===== src/hw/rtl/lkd_pkg.sv =====
`timescale 1ns / 1ps
// ----------------------------------------------------------------------------
// lkd_pkg
// Shared types and constants for the three-wire LED/key driver serial master.
// ----------------------------------------------------------------------------
package lkd_pkg;

    // Request codes carried in the action field
    typedef enum logic [2:0] {
        ACT_TICK   = 3'd0,
        ACT_RAW    = 3'd1,
        ACT_WRITE  = 3'd2,
        ACT_READ   = 3'd3,
        ACT_BRIGHT = 3'd4
    } t_action;

    // Sequencer steps
    typedef enum logic [2:0] {
        STEP_IDLE   = 3'd0,
        STEP_SINGLE = 3'd1,
        STEP_WR_A   = 3'd2,
        STEP_GAP    = 3'd3,
        STEP_WR_B   = 3'd4,
        STEP_RD_CMD = 3'd5,
        STEP_RD_RX  = 3'd6
    } t_step;

    // Command bytes of the driver chip
    localparam logic [7:0] CMD_WRITE_FIXED = 8'h44;
    localparam logic [7:0] CMD_ADDR        = 8'hC0;
    localparam logic [7:0] CMD_READ_KEYS   = 8'h42;
    localparam logic [7:0] CMD_BRIGHT      = 8'h88;
    localparam logic [7:0] BRIGHT_MAX      = 8'd7;
    localparam logic [2:0] BIT_LAST        = 3'd7;

    // Complete sequencer state
    typedef struct packed {
        t_step       step;
        logic [7:0]  half_cnt;
        logic        phase;
        logic [2:0]  bit_idx;
        logic [2:0]  byte_idx;
        logic [7:0]  shift;
        logic [7:0]  held_data;
        logic [3:0]  held_addr;
        logic [7:0]  key_acc;
        logic        strobe;
        logic        dio_bit;
    } t_lkd_state;

    localparam t_lkd_state LKD_STATE_RESET = '{
        step:      STEP_IDLE,
        half_cnt:  8'd0,
        phase:     1'b0,
        bit_idx:   3'd0,
        byte_idx:  3'd0,
        shift:     8'd0,
        held_data: 8'd0,
        held_addr: 4'd0,
        key_acc:   8'd0,
        strobe:    1'b1,
        dio_bit:   1'b0
    };

    // Per-item status produced alongside the next state
    typedef struct packed {
        logic       done;
        logic       rejected;
        logic [7:0] keys;
    } t_lkd_status;

endpackage


===== src/hw/rtl/lkd_step.sv =====
`timescale 1ns / 1ps
// ----------------------------------------------------------------------------
// lkd_step
// Next-state logic of the serial sequencer for one item (request or tick).
// ----------------------------------------------------------------------------
module lkd_step #(
    parameter int KEY_BYTES = 4
) (
    input  lkd_pkg::t_lkd_state  i_state,
    input  logic [2:0]           i_action,
    input  logic [7:0]           i_byte_value,
    input  logic [3:0]           i_address,
    input  logic                 i_dio_in,
    input  logic [7:0]           i_half_period,
    output lkd_pkg::t_lkd_state  o_state,
    output lkd_pkg::t_lkd_status o_status
);
    import lkd_pkg::*;

    localparam logic [3:0] KEY_COUNT = 4'(KEY_BYTES);

    // Load a new byte and set up its first bit, clock low
    function automatic t_lkd_state load_byte(input t_lkd_state s, input logic [7:0] v);
        t_lkd_state r;
        r          = s;
        r.shift    = v;
        r.bit_idx  = 3'd0;
        r.phase    = 1'b0;
        r.half_cnt = 8'd0;
        r.dio_bit  = v[0];
        return r;
    endfunction

    logic       busy;
    logic [7:0] half_len;
    logic [7:0] cnt_inc;
    logic [2:0] bit_inc;
    logic [7:0] bright;
    logic [7:0] acc;
    t_lkd_state n;

    assign busy     = (i_state.step != STEP_IDLE);
    assign half_len = (i_half_period == 8'd0) ? 8'd1 : i_half_period;
    assign cnt_inc  = i_state.half_cnt + 8'd1;
    assign bit_inc  = i_state.bit_idx + 3'd1;
    assign bright   = CMD_BRIGHT | ((i_byte_value > BRIGHT_MAX) ? BRIGHT_MAX : i_byte_value);
    assign acc      = i_state.key_acc | (i_state.shift << i_state.byte_idx);

    always_comb begin
        n        = i_state;
        o_status = '0;
        if (i_action inside {[ACT_RAW:ACT_BRIGHT]}) begin
            if (busy) begin
                o_status.rejected = 1'b1;
            end else begin
                n.strobe   = 1'b0;
                n.byte_idx = 3'd0;
                case (i_action)
                    ACT_RAW: begin
                        n.step = STEP_SINGLE;
                        n      = load_byte(n, i_byte_value);
                    end
                    ACT_WRITE: begin
                        n.held_data = i_byte_value;
                        n.held_addr = i_address;
                        n.step      = STEP_WR_A;
                        n           = load_byte(n, CMD_WRITE_FIXED);
                    end
                    ACT_READ: begin
                        n.step = STEP_RD_CMD;
                        n      = load_byte(n, CMD_READ_KEYS);
                    end
                    default: begin
                        n.step = STEP_SINGLE;
                        n      = load_byte(n, bright);
                    end
                endcase
            end
        end else if (busy) begin
            if (cnt_inc < half_len) begin
                n.half_cnt = cnt_inc;
            end else begin
                n.half_cnt = 8'd0;
                if (i_state.step == STEP_GAP) begin
                    // reopen the frame with the address byte
                    n.strobe   = 1'b0;
                    n.byte_idx = 3'd0;
                    n.step     = STEP_WR_B;
                    n          = load_byte(n, CMD_ADDR | {4'd0, i_state.held_addr});
                end else if (!i_state.phase) begin
                    if (i_state.step == STEP_RD_RX && i_dio_in) begin
                        n.shift[i_state.bit_idx] = 1'b1;
                    end
                    n.phase = 1'b1;
                end else if (i_state.bit_idx < BIT_LAST) begin
                    n.bit_idx = bit_inc;
                    n.phase   = 1'b0;
                    if (i_state.step != STEP_RD_RX) begin
                        n.dio_bit = i_state.shift[bit_inc];
                    end
                end else begin
                    case (i_state.step)
                        STEP_WR_A: begin
                            n.strobe = 1'b1;
                            n.step   = STEP_GAP;
                        end
                        STEP_WR_B: begin
                            if (i_state.byte_idx == 3'd0) begin
                                n.byte_idx = 3'd1;
                                n          = load_byte(n, i_state.held_data);
                            end else begin
                                n.strobe      = 1'b1;
                                n.step        = STEP_IDLE;
                                o_status.done = 1'b1;
                            end
                        end
                        STEP_RD_CMD: begin
                            n.step     = STEP_RD_RX;
                            n.byte_idx = 3'd0;
                            n.key_acc  = 8'd0;
                            n          = load_byte(n, 8'd0);
                        end
                        STEP_RD_RX: begin
                            n.key_acc = acc;
                            if (({1'b0, i_state.byte_idx} + 4'd1) >= KEY_COUNT) begin
                                o_status.keys = acc;
                                o_status.done = 1'b1;
                                n.strobe      = 1'b1;
                                n.step        = STEP_IDLE;
                            end else begin
                                n.byte_idx = i_state.byte_idx + 3'd1;
                                n          = load_byte(n, 8'd0);
                            end
                        end
                        default: begin
                            n.strobe      = 1'b1;
                            n.step        = STEP_IDLE;
                            o_status.done = 1'b1;
                        end
                    endcase
                end
            end
        end
        o_state = n;
    end

endmodule


===== src/hw/rtl/led_key_driver_serial_master_core.sv =====
`timescale 1ns / 1ps
// ----------------------------------------------------------------------------
// led_key_driver_serial_master_core
// Bit-level master for a three-wire LED/key driver (strobe, clock, data).
// ----------------------------------------------------------------------------
// Usage:
//   Input stream (s_axis): one item per request or tick. tuser carries the
//   action (tick, raw command, fixed-address write, key read, brightness);
//   tdata carries the byte value, the display address and the sampled data
//   line level. Each item yields exactly one result item on m_axis that shows
//   the pin levels, busy/done/rejected flags and the key value after it.
//   Configuration: i_cfg_we writes the ticks per serial clock half; write it
//   only while the block is idle and its pipeline is empty.
//   Timing: the result passes the input register, then the result register,
//   before it is valid on m_axis; one item per cycle sustained while
//   m_axis_tready stays high, set by the combinational next-state logic
//   of the sequencer.
//   Reset: synchronous, active low; strobe high, clock low, sequencer idle,
//   half period 1, both pipeline stages empty.
//   Stall: when m_axis_tready is low the result is held, the input register
//   keeps its item and s_axis_tready drops once both stages are full.
// ----------------------------------------------------------------------------
module led_key_driver_serial_master_core #(
    parameter int KEY_BYTES = 4
) (
    input  logic        i_clk,
    input  logic        i_rst_n,
    input  logic        i_cfg_we,
    input  logic [7:0]  i_cfg_wdata,   // half_period
    input  logic        s_axis_tvalid,
    output logic        s_axis_tready,
    input  logic [15:0] s_axis_tdata,  // byte_value[7:0], address[11:8], dio_in[12], zero pad
    input  logic [2:0]  s_axis_tuser,  // action[2:0]
    output logic        m_axis_tvalid,
    input  logic        m_axis_tready,
    // stb_level[0], clk_level[1], dio_out[2], dio_drive[3], busy_res[4],
    // done_res[5], keys[13:6], rejected[14], zero pad[15]
    output logic [15:0] m_axis_tdata
);
    import lkd_pkg::*;

    // Configuration register
    logic [7:0]  r_half_period;

    // Input register
    logic        r_in_valid;
    logic [2:0]  r_in_action;
    logic [7:0]  r_in_byte;
    logic [3:0]  r_in_addr;
    logic        r_in_dio;

    // Sequencer state and result register
    t_lkd_state  r_state;
    t_lkd_state  n_state;
    t_lkd_status n_status;
    logic        r_out_valid;
    logic [15:0] r_out_data;
    logic [15:0] n_out_data;

    logic        out_free;
    logic        advance;
    logic        drive;

    // The result slot frees when empty or taken this cycle
    assign out_free      = !r_out_valid || m_axis_tready;
    assign advance       = r_in_valid && out_free;
    assign s_axis_tready = !r_in_valid || out_free;

    always_ff @(posedge i_clk) begin
        if (!i_rst_n) begin
            r_half_period <= 8'd1;
        end else if (i_cfg_we) begin
            r_half_period <= i_cfg_wdata;
        end
    end

    // Capture the item; hold it while the result slot is full
    always_ff @(posedge i_clk) begin
        if (!i_rst_n) begin
            r_in_valid <= 1'b0;
        end else if (s_axis_tready) begin
            r_in_valid <= s_axis_tvalid;
        end
    end

    always_ff @(posedge i_clk) begin
        if (s_axis_tvalid && s_axis_tready) begin
            r_in_action <= s_axis_tuser;
            r_in_byte   <= s_axis_tdata[7:0];
            r_in_addr   <= s_axis_tdata[11:8];
            r_in_dio    <= s_axis_tdata[12];
        end
    end

    lkd_step #(
        .KEY_BYTES (KEY_BYTES)
    ) u_step (
        .i_state       (r_state),
        .i_action      (r_in_action),
        .i_byte_value  (r_in_byte),
        .i_address     (r_in_addr),
        .i_dio_in      (r_in_dio),
        .i_half_period (r_half_period),
        .o_state       (n_state),
        .o_status      (n_status)
    );

    // Data line is released only while receiving key bytes
    assign drive = (n_state.step != STEP_RD_RX);

    assign n_out_data = {1'b0,
                         n_status.rejected,
                         n_status.keys,
                         n_status.done,
                         (n_state.step != STEP_IDLE),
                         drive,
                         drive & n_state.dio_bit,
                         n_state.phase,
                         n_state.strobe};

    // Commit the state only when the item moves into the result slot
    always_ff @(posedge i_clk) begin
        if (!i_rst_n) begin
            r_state <= LKD_STATE_RESET;
        end else if (advance) begin
            r_state <= n_state;
        end
    end

    always_ff @(posedge i_clk) begin
        if (!i_rst_n) begin
            r_out_valid <= 1'b0;
        end else if (out_free) begin
            r_out_valid <= r_in_valid;
        end
    end

    always_ff @(posedge i_clk) begin
        if (advance) begin
            r_out_data <= n_out_data;
        end
    end

    assign m_axis_tvalid = r_out_valid;
    assign m_axis_tdata  = r_out_data;

endmodule


===== config.mk =====
export PLATFORM = sky130hd
export DESIGN_NAME = led_key_driver_serial_master_core
export DESIGN_NICKNAME = d
export VERILOG_FILES = /design/src/hw/rtl/lkd_pkg.sv /design/src/hw/rtl/lkd_step.sv /design/src/hw/rtl/led_key_driver_serial_master_core.sv
export SDC_FILE = /design/constraint.sdc
export NUM_CORES = 1
export LEC_CHECK = 0
export ABC_AREA = 1
export BUFFER_PORTS_ARGS = -buffer_cell sky130_fd_sc_hd__buf_4
export CORE_MARGIN = 8
export CORE_UTILIZATION = 49
export CTS_CLUSTER_SIZE = 30
export DETAILED_ROUTE_END_ITERATION = 10
export GPL_TIMING_DRIVEN = 0
export PLACE_DENSITY = 0.71
export SETUP_SLACK_MARGIN = 0.2
export SKIP_CTS_REPAIR_TIMING = 1
export SLEW_MARGIN = 20
export SYNTH_ARGS = -nofsm -noshare
export SYNTH_HDL_FRONTEND = slang
export SYNTH_SLANG_ARGS = --single-unit

===== constraint.sdc =====
create_clock -name i_clk -period 2.4 [get_ports i_clk]
set_clock_uncertainty 0.1 [all_clocks]
set_input_delay 0.12 -clock i_clk [delete_from_list [all_inputs] [get_ports i_clk]]
set_output_delay 0.12 -clock i_clk [all_outputs]
set_load 0.02 [all_outputs]

# Word-level counts from Yosys, hierarchy flattened
# Index checks and enable logic that the tools add are counted.
[classes]
addsub = 4
order_cmp = 9
n_eq_ne = 21
n_shift = 1
mux = 41
bitwise = 14
reduce_logical = 28
[op_table]
columns = ["op", "count"]
rows = [
  ["two-way mux 48 bit", 4],
  ["one-hot mux 48 bit (3 select lines)", 1],
  ["one-hot mux 43 bit (3 select lines)", 1],
  ["two-way mux 35 bit", 2],
  ["two-way mux 37 bit", 1],
  ["two-way mux 32 bit", 1],
  ["two-way mux 8 bit", 4],
  ["AND reduction 9 bit", 3],
  ["two-way mux 11 bit", 2],
  ["two-way mux 22 bit", 1],
  ["OR 8 bit", 2],
  ["== test 3 x 2 -> 1 bit, second input constant", 4],
  ["two-way mux 1 bit", 12],
  ["one-hot mux 3 bit (4 select lines)", 1],
  ["NOT 1 bit", 11],
  ["!= test 5 x 3 -> 1 bit, second input constant", 2],
  ["== test 3 bit, second input constant", 3],
  ["two-way mux 3 bit", 3],
  ["one-hot mux 1 bit (3 select lines)", 3],
  ["nonzero test 3 bit", 3],
  ["adder 8 x 1 -> 8 bit, second input constant", 1],
  ["> comparator 8 x 3 -> 1 bit, second input constant", 1],
  ["logical NOT 8 bit", 1],
  ["< comparator 3 x 4 -> 1 bit, second input constant", 2],
  ["other kinds (38)", 49],
]
[word_totals]
ff_bits = 89
input_bits = 32
wordCells = 140

# Longest topological paths before layout
[logic_depth]
ltp_word = 13
ltp_mapped = 17

# Hierarchy
# A second synthesis with hierarchy kept.
[unflattened]
hier_cells = 961
area_unflattened_um2 = 6281.0
[modules_own_cells]
columns = ["module", "n_inst", "cells_each", "area_per_inst_um2", "seq_area_each_um2"]
rows = [
  ["led_key_driver_serial_master_core", 1, 395, 3550.9, 2092.0],
  ["lkd_step", 1, 566, 2730.1, 0.0],
]

# Worst setup path after synthesis
# OpenSTA, ideal clock, no wires.
[synth_timing]
path_type = "reg-to-reg"
start = "reg r_state[37] (netlist bit)"
end = "reg r_state[27] (netlist bit)"
setup_time_ps = 115
arrival_time_ps = 2385
required_ps = 2185
path_slack_ps = -200
path_stages_with_launch = 16
path_buffers = 1
synth_period_minus_slack_ps = 2600
path_cell_list = "dfxtp_1 > ha_1 > nand3_1 > nor2_1 > xnor2_1 > inv_1 > ha_1 > nand2_1 > nor2_1 > a211oi_2 > a21boi_1 > nand2_1 > nand2_2 > buf_6 > a21oi_2 > o21a_1"
[synth_between]
elab_chain_cells = 4
[synth_rtl]
columns = ["element", "line", "rtl"]
rows = [
  ["start, declared", "led_key_driver_serial_master_core.sv:53", "t_lkd_state r_state;"],
  ["start signal, assigned", "led_key_driver_serial_master_core.sv:126", "r_state <= n_state;"],
  ["adder 8 x 1 -> 8 bit", "lkd_step.sv:44", "assign cnt_inc = i_state.half_cnt + 8'd1;"],
  ["< comparator 8 bit", "lkd_step.sv:80", "if (cnt_inc < half_len) begin"],
  ["!= test 2 x 1 -> 1 bit (no source line)", "-", ""],
  ["AND reduction 9 bit (no source line)", "-", ""],
]
# Every way passes these cells.
# A chain may end at the register's enable or synchronous reset.

# Final worst setup path
[layout_timing]
start = "reg r_state[37] (netlist bit)"
end = "reg r_state[26] (netlist bit)"
# The elaborated chain is that of the path after synthesis.

==> run_results.csv <==
group,metric,value,unit
power_and_ir_drop,clkPwrFrac,31.1,%
run,max-cap-violations,0,
synth,ys_seq_elements,89,
timing,finalCritPeriodShare,116,%
run_status,violations,"negative hold slack, negative setup slack",
critical_path,critPathLaunchType,"flop",
power_and_ir_drop,internal-power,2.38,mW
power_and_ir_drop,pwr-share-comb,20.0,%
synth,synthTopCellsByCount,"120 x nand2_1, 80 x nor2_1, 62 x inv_1",
die,rows,36,
synth,asyncSetResetFlopFracSynth,0,%
placed_design,io_buffers,44,
timing,final-hold-violation-count,1,
clock_tree,clk_latency,0.37,ns
run_status,outcome,"complete, but fails checks",
grt,grt_max_degree,20,
grt,grtUsageMet1,24.5,%
critical_path,critical_path_class,"reg -> reg",
die,io_pins,50,
clock_tree,cts_sinks,89,
timing,min_period,2.78,ns
synth,synthCells,639,
critical_path,crit_fanout,6,
grt,grt_pass1_vias,4279,
synth,yosysTopAreaCell,"dfxtp_1",
synth,yosysWarnings,0,
layout,syn_to_final_growth,33.0,%
timing,setup_viol,50,
timing,slew_headroom,46.4,%
route,viasPerCell,5.42,
route,num_vias,4812,
timing,slew_viol_final,0,
synth,synth_area,4840,µm²
die,die_w,115,µm
grt,antenna_found_initial,0,
clock_tree,cts-root-buf,"clkbuf_8",
power_and_ir_drop,switching_share,30.4,%
die,die_height,115,µm
synth,netlist_top_cells_area,"dfxtp_1 24%, edfxtp_1 19%, nand2_1 9.3%",
clock_tree,clk_pin_slew,0.09,ns
layout,layout-drive-gt1-share,26.5,%
power_and_ir_drop,p_leak,2.69,nW
timing,clock.fmax,0.360,GHz
critical_path,r2r_cells,15,
clock_tree,cts_tree,"built",
die,start_util,49.9,%
critical_path,critPathArrivalTime,2.95,ns
synth,synth_cell_types,48,
route,detail-route-antenna-nets,0,
die,die-area,13300,µm²
synth,synth.top_cell.area_share,24.0,%
timing,worstMarginPinSlew,0.804,ns
die,coreArea,9680,µm²
critical_path,end_kind,"flop",
placed_design,gp_congestion,0.929,
grt,grt_overflow,0,
timing,rsz0062_at_grt,"true",
clock_tree,cts_max_level,3,
min_path,hold_class,"in -> reg",
synth,yosysSeqAreaShare,43.3,%
grt,grt.met3_usage,3.10,%
route,wire_per_inst,15.6,µm
critical_path,required,2.57,ns
layout,fin_nets,794,
power_and_ir_drop,ir_drop,0.000394,V
route,drt_iter0_drc,364,
timing,layout_setup_ws,-0.378,ns
synth,syn_area_per_cell,7.57,µm²
grt,busiest_layer,"met2",
timing,hold_ws,-0.00248,ns
clock_tree,cts.path.max_buffers,2,
placed_design,pre_cts_ws,-0.562,ns
grt,grt_pass1_wl,20300,µm
synth,ys.flop_type,"dfxtp_1",
route,drc,0,
synth,synth_most_common_cell,"nand2_1",
timing,fin_tns_setup,-13.28,ns
route,routed_wl,13800,µm
power_and_ir_drop,p_sw,1.04,mW
clock_tree,numCtsBuffers,9,
grt,grtUsageMet2,31.4,%
synth,syn_nets,683,
placed_design,hpwl,9540,µm
power_and_ir_drop,seqPwrFrac,48.9,%
power_and_ir_drop,pwr_density_cell,531,nW/µm²
layout,antenna_cells,0,
route,drt_first_pass_iters,5,
grt,grt_use_total,19.3,%
min_path,whs_path_depth,3,
synth,synth_edf_count,31,
-- power groups by stage --
stage / Combinational (mW) / Sequential (mW) / Clock, mW
3_3_place_gp: 0.520 / 1.71 / 0
4_1_cts: 0.528 / 1.67 / 1.08
3_5_place_dp: 0.526 / 1.71 / 0
5_1_grt: 0.744 / 1.68 / 1.14
2_1_floorplan: 0.347 / 1.71 / 0
6_report: 0.685 / 1.67 / 1.06
-- area by class of cell --
cell class,count,area (µm²)
multi-input cells,449,2700
clock buffers,9,124
inverters,82,317
repair buffers,99,837
well taps,133,166
plain buffers,20,113
clock inverters,7,77.6
flip-flops and latches,89,2100
fillers,782,3250
-- layout by cell type, fill, tap and decap left out, types with 6 or more instances in the layout --
cell type / netlist / routed
a21oi_2: 5 / 10
buf_4: 3 / 70
nor2_1: 80 / 72
clkbuf_1: 12 / 9
nand3_1: 39 / 32
clkbuf_8: 0 / 9
dfxtp_1: 58 / 54
o21ai_1: 11 / 13
nor3_1: 9 / 9
nand2_1: 120 / 102
o21a_1: 6 / 6
nand2_2: 4 / 14
a21oi_1: 49 / 43
ha_1: 12 / 8
inv_2: 18 / 22
a22oi_1: 7 / 7
dlygate4sd3_1: 0 / 26
o21ai_0: 56 / 52
edfxtp_1: 31 / 31
inv_1: 62 / 57
o211ai_1: 8 / 8
a31oi_1: 7 / 7
nand2_4: 2 / 10
-- sequential cells by signal, summed over array words and instances (netlist names), 3 cells and up --
signal	flops
m_axis_tdata	15
r_in_addr	4
r_in_action	3
r_half_period	8
r_state	48
r_in_byte	8
-- final timing paths --
kind            endpoint  slack [ns]           from
max          r_state[26]       -0.38    r_state[37]
min           r_in_valid      -0.002  s_axis_tvalid
max reg2reg  r_state[26]       -0.38    r_state[37]
min reg2reg   r_state[2]        0.36     r_state[2]
-- metal layers --
metal / part of all wire, % / wire, µm
met5: 0 / 0
met4: 2.4 / 333
met3: 5.2 / 715
met2: 48 / 6670
met1: 44 / 6090
-- stage by stage --
| step | util, % | power (mW) | hold slack (ns) | instances | area [µm²] |
|---|---|---|---|---|---|
| after floorplan | - | 2.06 | 0.119 | 639 | 4890 |
| after global placement | 55.6 | 2.23 | 0.198 | 816 | 5390 |
| after detailed placement | 55.6 | 2.23 | 0.199 | 816 | 5390 |
| after CTS | 57.7 | 3.28 | -0.194 | 832 | 5590 |
| after global routing | 66.4 | 3.56 | 0.0177 | 888 | 6430 |
| final | 66.4 | 3.42 | -0.00248 | 888 | 6430 |
-- cell families after synthesis --
logic type	share of synthesized area, %
other cells	0.0775
buf+inv	8.43
xor+xnor	1.27
simple gates	25.1
fa+ha+maj	3.10
compound gates	18.8
flops	43.3
-- critical path: stages, from the launching register on --
cell      delay, ns
dfxtp_4        0.40
nand3_4        0.08
nor2_4         0.13
nand4_1        0.17
xnor2_2        0.28
ha_4           0.26
nand2_4        0.09
nor2_4         0.04
a211oi_4       0.20
buf_6          0.15
a21boi_4       0.22
nand2_4        0.14
nand2_8        0.11
buf_4          0.11
a21oi_1        0.06
o21a_1         0.14
(Power assumes the default switching activity.)
